### config.mk
export PLATFORM = sky130hd
export DESIGN_NAME = sysex_7bit_packer_with_checksum
export DESIGN_NICKNAME = d
export VERILOG_FILES = /design/src/rtl/core/sx7_pkg.sv /design/src/rtl/core/sx7_ctrl.sv /design/src/rtl/core/sx7_dp.sv /design/src/rtl/core/sysex_7bit_packer_with_checksum.sv
export SDC_FILE = /design/constraint.sdc
export NUM_CORES = 1
export LEC_CHECK = 0
export ABC_AREA = 1
export ABC_CLOCK_PERIOD_IN_PS = 3400
export BUFFER_PORTS_ARGS = -buffer_cell sky130_fd_sc_hd__buf_4
export CAP_MARGIN = 40
export CORE_ASPECT_RATIO = 0.5
export CORE_MARGIN = 1
export CORE_UTILIZATION = 55
export DETAILED_ROUTE_END_ITERATION = 10
export GPL_TIMING_DRIVEN = 0
export PLACE_DENSITY_LB_ADDON = 0.05
export SLEW_MARGIN = 10
export SYNTH_ARGS = -nofsm -noshare
export SYNTH_HDL_FRONTEND = slang
export SYNTH_SLANG_ARGS = --single-unit
### constraint.sdc
create_clock -name i_clk -period 3.4 [get_ports i_clk]
set_input_delay 0 -clock i_clk [delete_from_list [all_inputs] [get_ports i_clk]]
set_output_delay 0 -clock i_clk [all_outputs]
set_load 0.01 [all_outputs]
### src/rtl/core/sx7_pkg.sv
package sx7_pkg;

    typedef enum logic [2:0] {
        CMD_DATA   = 3'd0,
        CMD_BEGIN  = 3'd1,
        CMD_START  = 3'd2,
        CMD_FLUSH  = 3'd3,
        CMD_RAW    = 3'd4,
        CMD_PACKED = 3'd5,
        CMD_FINISH = 3'd6,
        CMD_CLEAR  = 3'd7
    } t_cmd;

    typedef enum logic [1:0] {
        S_IDLE,
        S_EXEC,
        S_GROUP,
        S_TAIL
    } t_state;

    typedef enum logic [1:0] {
        SRC_RAW,
        SRC_BEGIN,
        SRC_GROUP,
        SRC_TAIL
    } t_src;

    localparam int        GROUP_SIZE  = 7;
    localparam int        CNT_W       = 3;
    localparam int        SUM_W       = 14;
    localparam logic [7:0] BYTE_SOX   = 8'hF0;
    localparam logic [7:0] BYTE_EOX   = 8'hF7;
    localparam logic [SUM_W-1:0] LEN_OFFSET = SUM_W'(5);

    localparam logic [CNT_W-1:0] TAIL_SUM_HI = 3'd0;
    localparam logic [CNT_W-1:0] TAIL_SUM_LO = 3'd1;
    localparam logic [CNT_W-1:0] TAIL_LEN_HI = 3'd2;
    localparam logic [CNT_W-1:0] TAIL_LEN_LO = 3'd3;
    localparam logic [CNT_W-1:0] TAIL_EOX    = 3'd4;

    typedef struct packed {
        logic latch;
        logic store;
        logic emit;
        t_src sel;
        logic last;
        logic cnt_inc;
        logic idx_clr;
        logic group_done;
        logic sum_start;
        logic fin;
        logic set_raw;
        logic set_packed;
        logic clear;
    } t_dp_cmd;

    typedef struct packed {
        t_cmd mode;
        logic packed_mode;
        logic count_zero;
        logic store_full;
        logic grp_end;
        logic tail_end;
        logic slot_free;
    } t_dp_status;

endpackage

### src/rtl/core/sx7_ctrl.sv
module sx7_ctrl (
    input  logic                i_clk,
    input  logic                i_rst_n,
    input  logic                i_valid,
    output logic                o_ready,
    input  sx7_pkg::t_dp_status i_status,
    output sx7_pkg::t_dp_cmd    o_cmd
);

    sx7_pkg::t_state r_state;
    sx7_pkg::t_state n_state;

    always_ff @(posedge i_clk) begin
        if (!i_rst_n) begin
            r_state <= sx7_pkg::S_IDLE;
        end else begin
            r_state <= n_state;
        end
    end

    assign o_ready = (r_state == sx7_pkg::S_IDLE);

    always_comb begin
        n_state = r_state;
        o_cmd   = '0;
        unique case (r_state)
            sx7_pkg::S_IDLE: begin
                if (i_valid) begin
                    o_cmd.latch = 1'b1;
                    n_state     = sx7_pkg::S_EXEC;
                end
            end
            sx7_pkg::S_EXEC: begin
                unique case (i_status.mode) inside
                    sx7_pkg::CMD_DATA: begin
                        if (i_status.packed_mode) begin
                            o_cmd.store   = 1'b1;
                            o_cmd.idx_clr = 1'b1;
                            n_state = i_status.store_full ? sx7_pkg::S_GROUP : sx7_pkg::S_IDLE;
                        end else if (i_status.slot_free) begin
                            o_cmd.emit    = 1'b1;
                            o_cmd.sel     = sx7_pkg::SRC_RAW;
                            o_cmd.last    = 1'b1;
                            o_cmd.cnt_inc = 1'b1;
                            n_state       = sx7_pkg::S_IDLE;
                        end
                    end
                    sx7_pkg::CMD_BEGIN: begin
                        if (i_status.slot_free) begin
                            o_cmd.emit    = 1'b1;
                            o_cmd.sel     = sx7_pkg::SRC_BEGIN;
                            o_cmd.last    = 1'b1;
                            o_cmd.cnt_inc = 1'b1;
                            n_state       = sx7_pkg::S_IDLE;
                        end
                    end
                    sx7_pkg::CMD_START: begin
                        o_cmd.sum_start = 1'b1;
                        n_state         = sx7_pkg::S_IDLE;
                    end
                    sx7_pkg::CMD_FLUSH, sx7_pkg::CMD_RAW, sx7_pkg::CMD_PACKED: begin
                        o_cmd.set_raw    = (i_status.mode == sx7_pkg::CMD_RAW);
                        o_cmd.set_packed = (i_status.mode == sx7_pkg::CMD_PACKED);
                        o_cmd.idx_clr    = 1'b1;
                        n_state = i_status.count_zero ? sx7_pkg::S_IDLE : sx7_pkg::S_GROUP;
                    end
                    sx7_pkg::CMD_FINISH: begin
                        o_cmd.fin     = 1'b1;
                        o_cmd.idx_clr = 1'b1;
                        n_state = i_status.count_zero ? sx7_pkg::S_TAIL : sx7_pkg::S_GROUP;
                    end
                    default: begin
                        o_cmd.clear = 1'b1;
                        n_state     = sx7_pkg::S_IDLE;
                    end
                endcase
            end
            sx7_pkg::S_GROUP: begin
                if (i_status.slot_free) begin
                    o_cmd.emit    = 1'b1;
                    o_cmd.sel     = sx7_pkg::SRC_GROUP;
                    o_cmd.cnt_inc = 1'b1;
                    if (i_status.grp_end) begin
                        o_cmd.group_done = 1'b1;
                        if (i_status.mode == sx7_pkg::CMD_FINISH) begin
                            o_cmd.idx_clr = 1'b1;
                            n_state       = sx7_pkg::S_TAIL;
                        end else begin
                            o_cmd.last = 1'b1;
                            n_state    = sx7_pkg::S_IDLE;
                        end
                    end
                end
            end
            default: begin
                if (i_status.slot_free) begin
                    o_cmd.emit = 1'b1;
                    o_cmd.sel  = sx7_pkg::SRC_TAIL;
                    if (i_status.tail_end) begin
                        o_cmd.last = 1'b1;
                        n_state    = sx7_pkg::S_IDLE;
                    end else begin
                        o_cmd.cnt_inc = 1'b1;
                    end
                end
            end
        endcase
    end

endmodule

### src/rtl/core/sx7_dp.sv
module sx7_dp (
    input  logic                i_clk,
    input  logic                i_rst_n,
    input  logic [2:0]          i_mode,
    input  logic [7:0]          i_data_byte,
    input  logic                i_ready,
    output logic                o_valid,
    output logic [7:0]          o_sysex_byte,
    output logic                o_last,
    input  sx7_pkg::t_dp_cmd    i_cmd,
    output sx7_pkg::t_dp_status o_status
);

    localparam int SW = sx7_pkg::SUM_W;
    localparam int CW = sx7_pkg::CNT_W;

    sx7_pkg::t_cmd r_mode;
    logic [7:0]    r_data;
    logic [6:0]    r_header;
    logic [6:0]    r_low [sx7_pkg::GROUP_SIZE];
    logic [CW-1:0] r_count;
    logic [CW-1:0] r_idx;
    logic          r_packed;
    logic          r_active;
    logic [SW-1:0] r_sum;
    logic [SW-1:0] r_bcount;
    logic [SW-1:0] r_len;
    logic          r_valid;
    logic [7:0]    r_byte;
    logic          r_last;

    logic          slot_free;
    logic [7:0]    group_byte;
    logic [7:0]    tail_byte;
    logic [7:0]    n_byte;
    logic [CW-1:0] low_sel;
    logic [6:0]    hdr_bit;

    assign slot_free = !r_valid || i_ready;
    assign low_sel   = r_idx - CW'(1);
    assign hdr_bit   = r_data[7] ? (7'h40 >> r_count) : 7'h00;

    assign group_byte = (r_idx == '0) ? {1'b0, r_header} : {1'b0, r_low[low_sel]};

    always_comb begin
        case (r_idx)
            sx7_pkg::TAIL_SUM_HI: tail_byte = {1'b0, r_sum[SW-1:7]};
            sx7_pkg::TAIL_SUM_LO: tail_byte = {1'b0, r_sum[6:0]};
            sx7_pkg::TAIL_LEN_HI: tail_byte = {1'b0, r_len[SW-1:7]};
            sx7_pkg::TAIL_LEN_LO: tail_byte = {1'b0, r_len[6:0]};
            default:              tail_byte = sx7_pkg::BYTE_EOX;
        endcase
    end

    always_comb begin
        case (i_cmd.sel)
            sx7_pkg::SRC_RAW:   n_byte = {1'b0, r_data[6:0]};
            sx7_pkg::SRC_BEGIN: n_byte = sx7_pkg::BYTE_SOX;
            sx7_pkg::SRC_GROUP: n_byte = group_byte;
            default:            n_byte = tail_byte;
        endcase
    end

    always_ff @(posedge i_clk) begin
        if (i_cmd.latch) begin
            r_mode <= sx7_pkg::t_cmd'(i_mode);
            r_data <= i_data_byte;
        end
        if (i_cmd.store) begin
            r_low[r_count] <= r_data[6:0];
            r_header       <= (r_count == '0) ? hdr_bit : (r_header | hdr_bit);
        end
        if (i_cmd.emit) begin
            r_byte <= n_byte;
            r_last <= i_cmd.last;
        end
        if (i_cmd.idx_clr) begin
            r_idx <= '0;
        end else if (i_cmd.emit) begin
            r_idx <= r_idx + CW'(1);
        end
        if (i_cmd.fin) begin
            r_len <= r_bcount - sx7_pkg::LEN_OFFSET;
        end
    end

    always_ff @(posedge i_clk) begin
        if (!i_rst_n) begin
            r_count  <= '0;
            r_packed <= 1'b1;
            r_active <= 1'b0;
            r_sum    <= '0;
            r_bcount <= '0;
            r_valid  <= 1'b0;
        end else begin
            if (i_cmd.emit) begin
                r_valid <= 1'b1;
            end else if (i_ready) begin
                r_valid <= 1'b0;
            end

            if (i_cmd.clear || i_cmd.group_done) begin
                r_count <= '0;
            end else if (i_cmd.store) begin
                r_count <= r_count + CW'(1);
            end

            if (i_cmd.clear || i_cmd.set_packed) begin
                r_packed <= 1'b1;
            end else if (i_cmd.set_raw || i_cmd.fin) begin
                r_packed <= 1'b0;
            end

            if (i_cmd.clear || i_cmd.fin) begin
                r_active <= 1'b0;
            end else if (i_cmd.sum_start) begin
                r_active <= 1'b1;
            end

            if (i_cmd.clear || i_cmd.sum_start) begin
                r_sum <= '0;
            end else if (i_cmd.emit && r_active &&
                         (i_cmd.sel == sx7_pkg::SRC_RAW || i_cmd.sel == sx7_pkg::SRC_GROUP)) begin
                r_sum <= r_sum + SW'(n_byte);
            end

            if (i_cmd.clear) begin
                r_bcount <= '0;
            end else if (i_cmd.cnt_inc) begin
                r_bcount <= r_bcount + SW'(1);
            end
        end
    end

    assign o_valid      = r_valid;
    assign o_sysex_byte = r_byte;
    assign o_last       = r_last;

    assign o_status.mode        = r_mode;
    assign o_status.packed_mode = r_packed;
    assign o_status.count_zero  = (r_count == '0);
    assign o_status.store_full  = (r_count == CW'(sx7_pkg::GROUP_SIZE - 1));
    assign o_status.grp_end     = (r_idx == r_count);
    assign o_status.tail_end    = (r_idx == sx7_pkg::TAIL_EOX);
    assign o_status.slot_free   = slot_free;

endmodule

### src/rtl/core/sysex_7bit_packer_with_checksum.sv
// MIDI sysex 8-to-7-bit packer with 14-bit checksum.
// Input channel (i_valid/o_ready) carries one command transaction: i_mode and
// i_data_byte. Output channel (o_valid/i_ready) carries one stream byte per
// transaction, o_last marking the final byte caused by a command.
// Commands: data, begin (F0), start sum, flush, raw mode, packed mode,
// finish sum (flush, checksum, length, F7) and clear.
// A command is taken only while the sequencer is idle. The cycle after
// acceptance it executes; raw data and begin emit their byte once the output
// register is free. Group and tail bytes follow, each as soon as the output
// register is free again. The output register lets the next command be
// accepted while the last byte is still waiting.
// A stalled receiver holds o_valid and the byte; the sequencer waits on the
// output register and stops accepting commands until it can finish.
// Reset (i_rst_n low, synchronous) empties the output register, drops any
// partial group, clears checksum and byte count and selects packed mode.
module sysex_7bit_packer_with_checksum (
    input  logic       i_clk,
    input  logic       i_rst_n,
    input  logic       i_valid,
    output logic       o_ready,
    input  logic [2:0] i_mode,
    input  logic [7:0] i_data_byte,
    output logic       o_valid,
    input  logic       i_ready,
    output logic [7:0] o_sysex_byte,
    output logic       o_last
);

    sx7_pkg::t_dp_cmd    cmd;
    sx7_pkg::t_dp_status status;

    sx7_ctrl u_ctrl (
        .i_clk    (i_clk),
        .i_rst_n  (i_rst_n),
        .i_valid  (i_valid),
        .o_ready  (o_ready),
        .i_status (status),
        .o_cmd    (cmd)
    );

    sx7_dp u_dp (
        .i_clk        (i_clk),
        .i_rst_n      (i_rst_n),
        .i_mode       (i_mode),
        .i_data_byte  (i_data_byte),
        .i_ready      (i_ready),
        .o_valid      (o_valid),
        .o_sysex_byte (o_sysex_byte),
        .o_last       (o_last),
        .i_cmd        (cmd),
        .o_status     (status)
    );

endmodule
==> impl_metrics.toml <==
[cts]
cts_root_buf = "clkbuf_16"
clk_latency_ns = 0.42
path_clk_slew_ns = 0.06
tritoncts = "yes"
clockBufferDepth = 2
clkSinkCount = 129
cts_htree_levels = 4
cts_made_buffers = 17

[setup_path]
crit_path_start_kind = "flop"
cp_slowest_cell = "dfxtp_2"
r2r-start = "u_dp.r_idx[0]$_SDFFE_PP0P_"
cp_slowest_stage_delay_ns = 0.36
cp.arrival_ns = 3.52
crit_top_cell = "nand3_1"
crit_type = "flop to flop"
crit_buf_inv = 4
cpLargestDelayFamily = "simple AND/OR/NAND/NOR gates"
path_cells = "buf_6, inv_1, buf_6, ha_4, clkinvlp_4, nand3_1, nand3_1, nand3_1, nand3_1, a21oi_2, ha_2, fa_1, nand3_1, nand2_2, nand2_1, a21oi_2, nand3_1, nand2_1, nor2_1"
critPathRequiredTime_ns = 3.71
endpoint_kind = "flop"
cp_max_fo = 12
crit_start = "u_dp.r_idx[0]$_SDFFE_PP0P_"

[place]
post_dp_cell_area_mm2 = 0.00716
hpwl_um = 11500
numPortBuffers = 25
gp_congestion = 0.886

[synth]
synth_nets = 838
ys_seq_area_share_pct = 51.8
ys_types = 36
ys_ff_latch = 129
yosys_warnings = 0
synth_area_per_cell_um2 = 8.44
syn_area_mm2 = 0.00673
synth_cells = 797

[global_routing]
grt_pass1_wl_um = 24800
overflow = 0
grt_pass1_vias = 4888
antenna_found_initial = 0
grt_max_degree = 17
grt_use_total_pct = 26.4

[routing]
drtAntennaViolNets = 0
dr.pass1.iters = 5
wire_per_inst_um = 15.2
viasPerCell = 5.34
drt-initial-drc-count = 429
via_count = 5573
drc = 0
drt-total-wl_um = 15800

[min_path]
hold_path.class = "primary input to flop"
worstHoldStart = "i_valid"

[timing]
min_period_ns = 3.20
hold_viol_final = 0
fin_tns_setup_ns = 0
setup_violations = 0
rsz0062_at_grt = "false"
fin_crit_sh_pct = 94.2
worst_pin_slew_ns = 0.750
max_freq_mhz = 312
report.final.slew_viol_count = 0
whs_ns = 0.0348
worst_clock_skew_ns = 0.00659
max_slew_margin_pct = 49.8

[pwr]
combPwrFrac_pct = 27.7
p_sw_w = 0.00163
switching_share_pct = 32.9
power.density_mw_per_mm2 = 618
sequentialPowerShare_pct = 36.8
power.internal_w = 0.00332
ir_worst_vdd_v = 0.000330
leakagePower_nw = 3.34
clockPowerShare_pct = 35.6

[outcome]
outcome = "complete, no violations"

[job]
maxCapViolCount = 0

[die]
die_x_um = 158
num_rows = 28
initial_core_util_pct = 56.6
pin_count = 26
die_h_um = 80.2
die-area_mm2 = 0.0127
coreArea_mm2 = 0.0119

[cells_and_area]
diodes = 0
layout-drive-gt1-share_pct = 14.4
num-nets-final = 908
post-route-util_pct = 67.4
fin_area_mm2 = 0.00800
area_growth_pct = 18.9
n_fill_cell = 965
## registers in the layout (all words and copies together), names as in the netlist, 2 cells and up, named ones only
name and flops:
u_ctrl.r_state 2, u_dp.o_sysex_byte 8, u_dp.r_bcount 14, u_dp.r_count 3, u_dp.r_data 8, u_dp.r_header 6
u_dp.r_idx 3, u_dp.r_len 14, u_dp.r_low 49, u_dp.r_mode 3, u_dp.r_sum 14
## power by group through the flow
stage          sequential (W)  combinational (W)  clock [W]
4_1_cts               0.00182            0.00125    0.00177
3_3_place_gp          0.00184            0.00110          0
6_report              0.00182            0.00137    0.00176
3_5_place_dp          0.00184            0.00113          0
2_1_floorplan         0.00182           0.000773          0
5_1_grt               0.00183            0.00151    0.00185
## worst register-to-register path, stage by stage (launching register included)
cell	delay, ns
dfxtp_2	0.36
buf_6	0.15
inv_1	0.10
buf_6	0.17
ha_4	0.31
clkinvlp_4	0.17
nand3_1	0.13
nand3_1	0.09
nand3_1	0.14
nand3_1	0.10
a21oi_2	0.20
ha_2	0.24
fa_1	0.22
nand3_1	0.10
nand2_2	0.13
nand2_1	0.10
a21oi_2	0.18
nand3_1	0.09
nand2_1	0.06
nor2_1	0.04
## layout make-up
class                   instances  area (um^2)  area share, %
inverters                      87          339           4.24
multi-input cells             563         2890           36.1
clock buffers                  17          425           5.32
clock inverters                13          140           1.75
flip-flops and latches        129         3480           43.6
well taps                     165          206           2.58
plain buffers                  18          119           1.49
repair buffers                 51          395           4.94
## kinds of logic (layout without fill, tap and decap cells)
logic type                 after synthesis  in the layout  share of synthesized area (%)
xor gates and xnor gates                19             19                           2.47
AOI/OAI and AO/OA                       88             88                           7.14
buffers and inverters                  105            186                           6.34
and+or+nand+nor                        430            430                           27.3
DFF                                    129            129                           51.8
adders and majority gates               26             26                           4.95
## through the flow
step | std cells | setup WS, ns | power, W
after detailed placement | 995 | -0.718 | 0.00297
final | 1043 | 0.197 | 0.00495
after global placement | 987 | -0.701 | 0.00294
after CTS | 1039 | 0.0164 | 0.00484
after global routing | 1043 | 0.0171 | 0.00519
after floorplan | 797 | 0.347 | 0.00260
## timing repair
action | CTS | global route
gates cloned | 0 | 0
hold buffers | 12 | 0
setup endpoints to repair | 13 | 11
pin swaps | 2 | 2
buffers inserted | 2 | 4
gates resized for setup | 12 | 19
hold endpoints to repair | 19 | 0
## routing by layer
metal  vias to the layer above  wire length [um]  track usage [%]
met3                        19              1300             7.77
met4                         0               174             6.54
met5                         -                 0                0
li1                       2779                 -                -
met2                       201              6810             39.7
met1                      2574              7540             37.1
## final timing paths
path	end	slack [ns]	cells past startpoint
worst max register to register	u_dp.r_sum[10]$_SDFFE_PP0P_	0.20	19
worst max-delay path	u_dp.r_sum[10]$_SDFFE_PP0P_	0.20	19
worst min-delay path	u_ctrl.r_state[1]$_SDFFE_PN0P_	0.03	6
worst min register to register	u_dp.r_sum[11]$_SDFFE_PP0P_	0.46	2
## cells in the mapped netlist
cell type  count  area, um^2
inv_2          5        18.8
clkbuf_1       4        15.0
nor3_1        19        95.1
fa_1           1        20.0
nand2_8        1        20.0
edfxtp_1      90        2700
buf_2          9        45.0
dfxtp_1       39         781
nand3_2        1        10.0
o22ai_1        1        6.26
nand2_1      229         860
buf_4          1        7.51
o211ai_1       3        22.5
nor2_2         1        6.26
o2111a_1       2        22.5
nand4_1       12        75.1
or2_2          6        37.5
xnor2_1        4        35.0
inv_1         81         304
clkinv_1       1        3.75
or2_0          1        6.26
buf_6          2        22.5
nand2_4        1        11.3
a21oi_2        2        17.5
o21ai_0       35         175
o2111ai_1      2        17.5
ha_1          25         313
nand2_2        4        25.0
xor2_1        15         131
a21oi_1       42         210
and2_1         2        12.5
o21ai_2        1        8.76
nor3_4         1        16.3
clkbuf_2       2        10.0
nor2_1        79         297
nand3_1       73         365
## cell usage in the layout (no fill, tap or decap), types with 8 or more instances in the layout
master         netlist  final
dfxtp_1             39     38
nor3_1              19     19
buf_2                9     15
nor2_1              79     77
edfxtp_1            90     90
o21ai_0             35     34
clkbuf_16            0     17
a21oi_2              2      8
xor2_1              15     15
ha_1                25     22
nand4_1             12     12
inv_1               81     79
a21oi_1             42     36
dlygate4sd3_1        0     12
nand2_1            229    227
buf_4                1     33
nand3_1             73     72
Note: power is estimated with default switching activity, not from simulation.
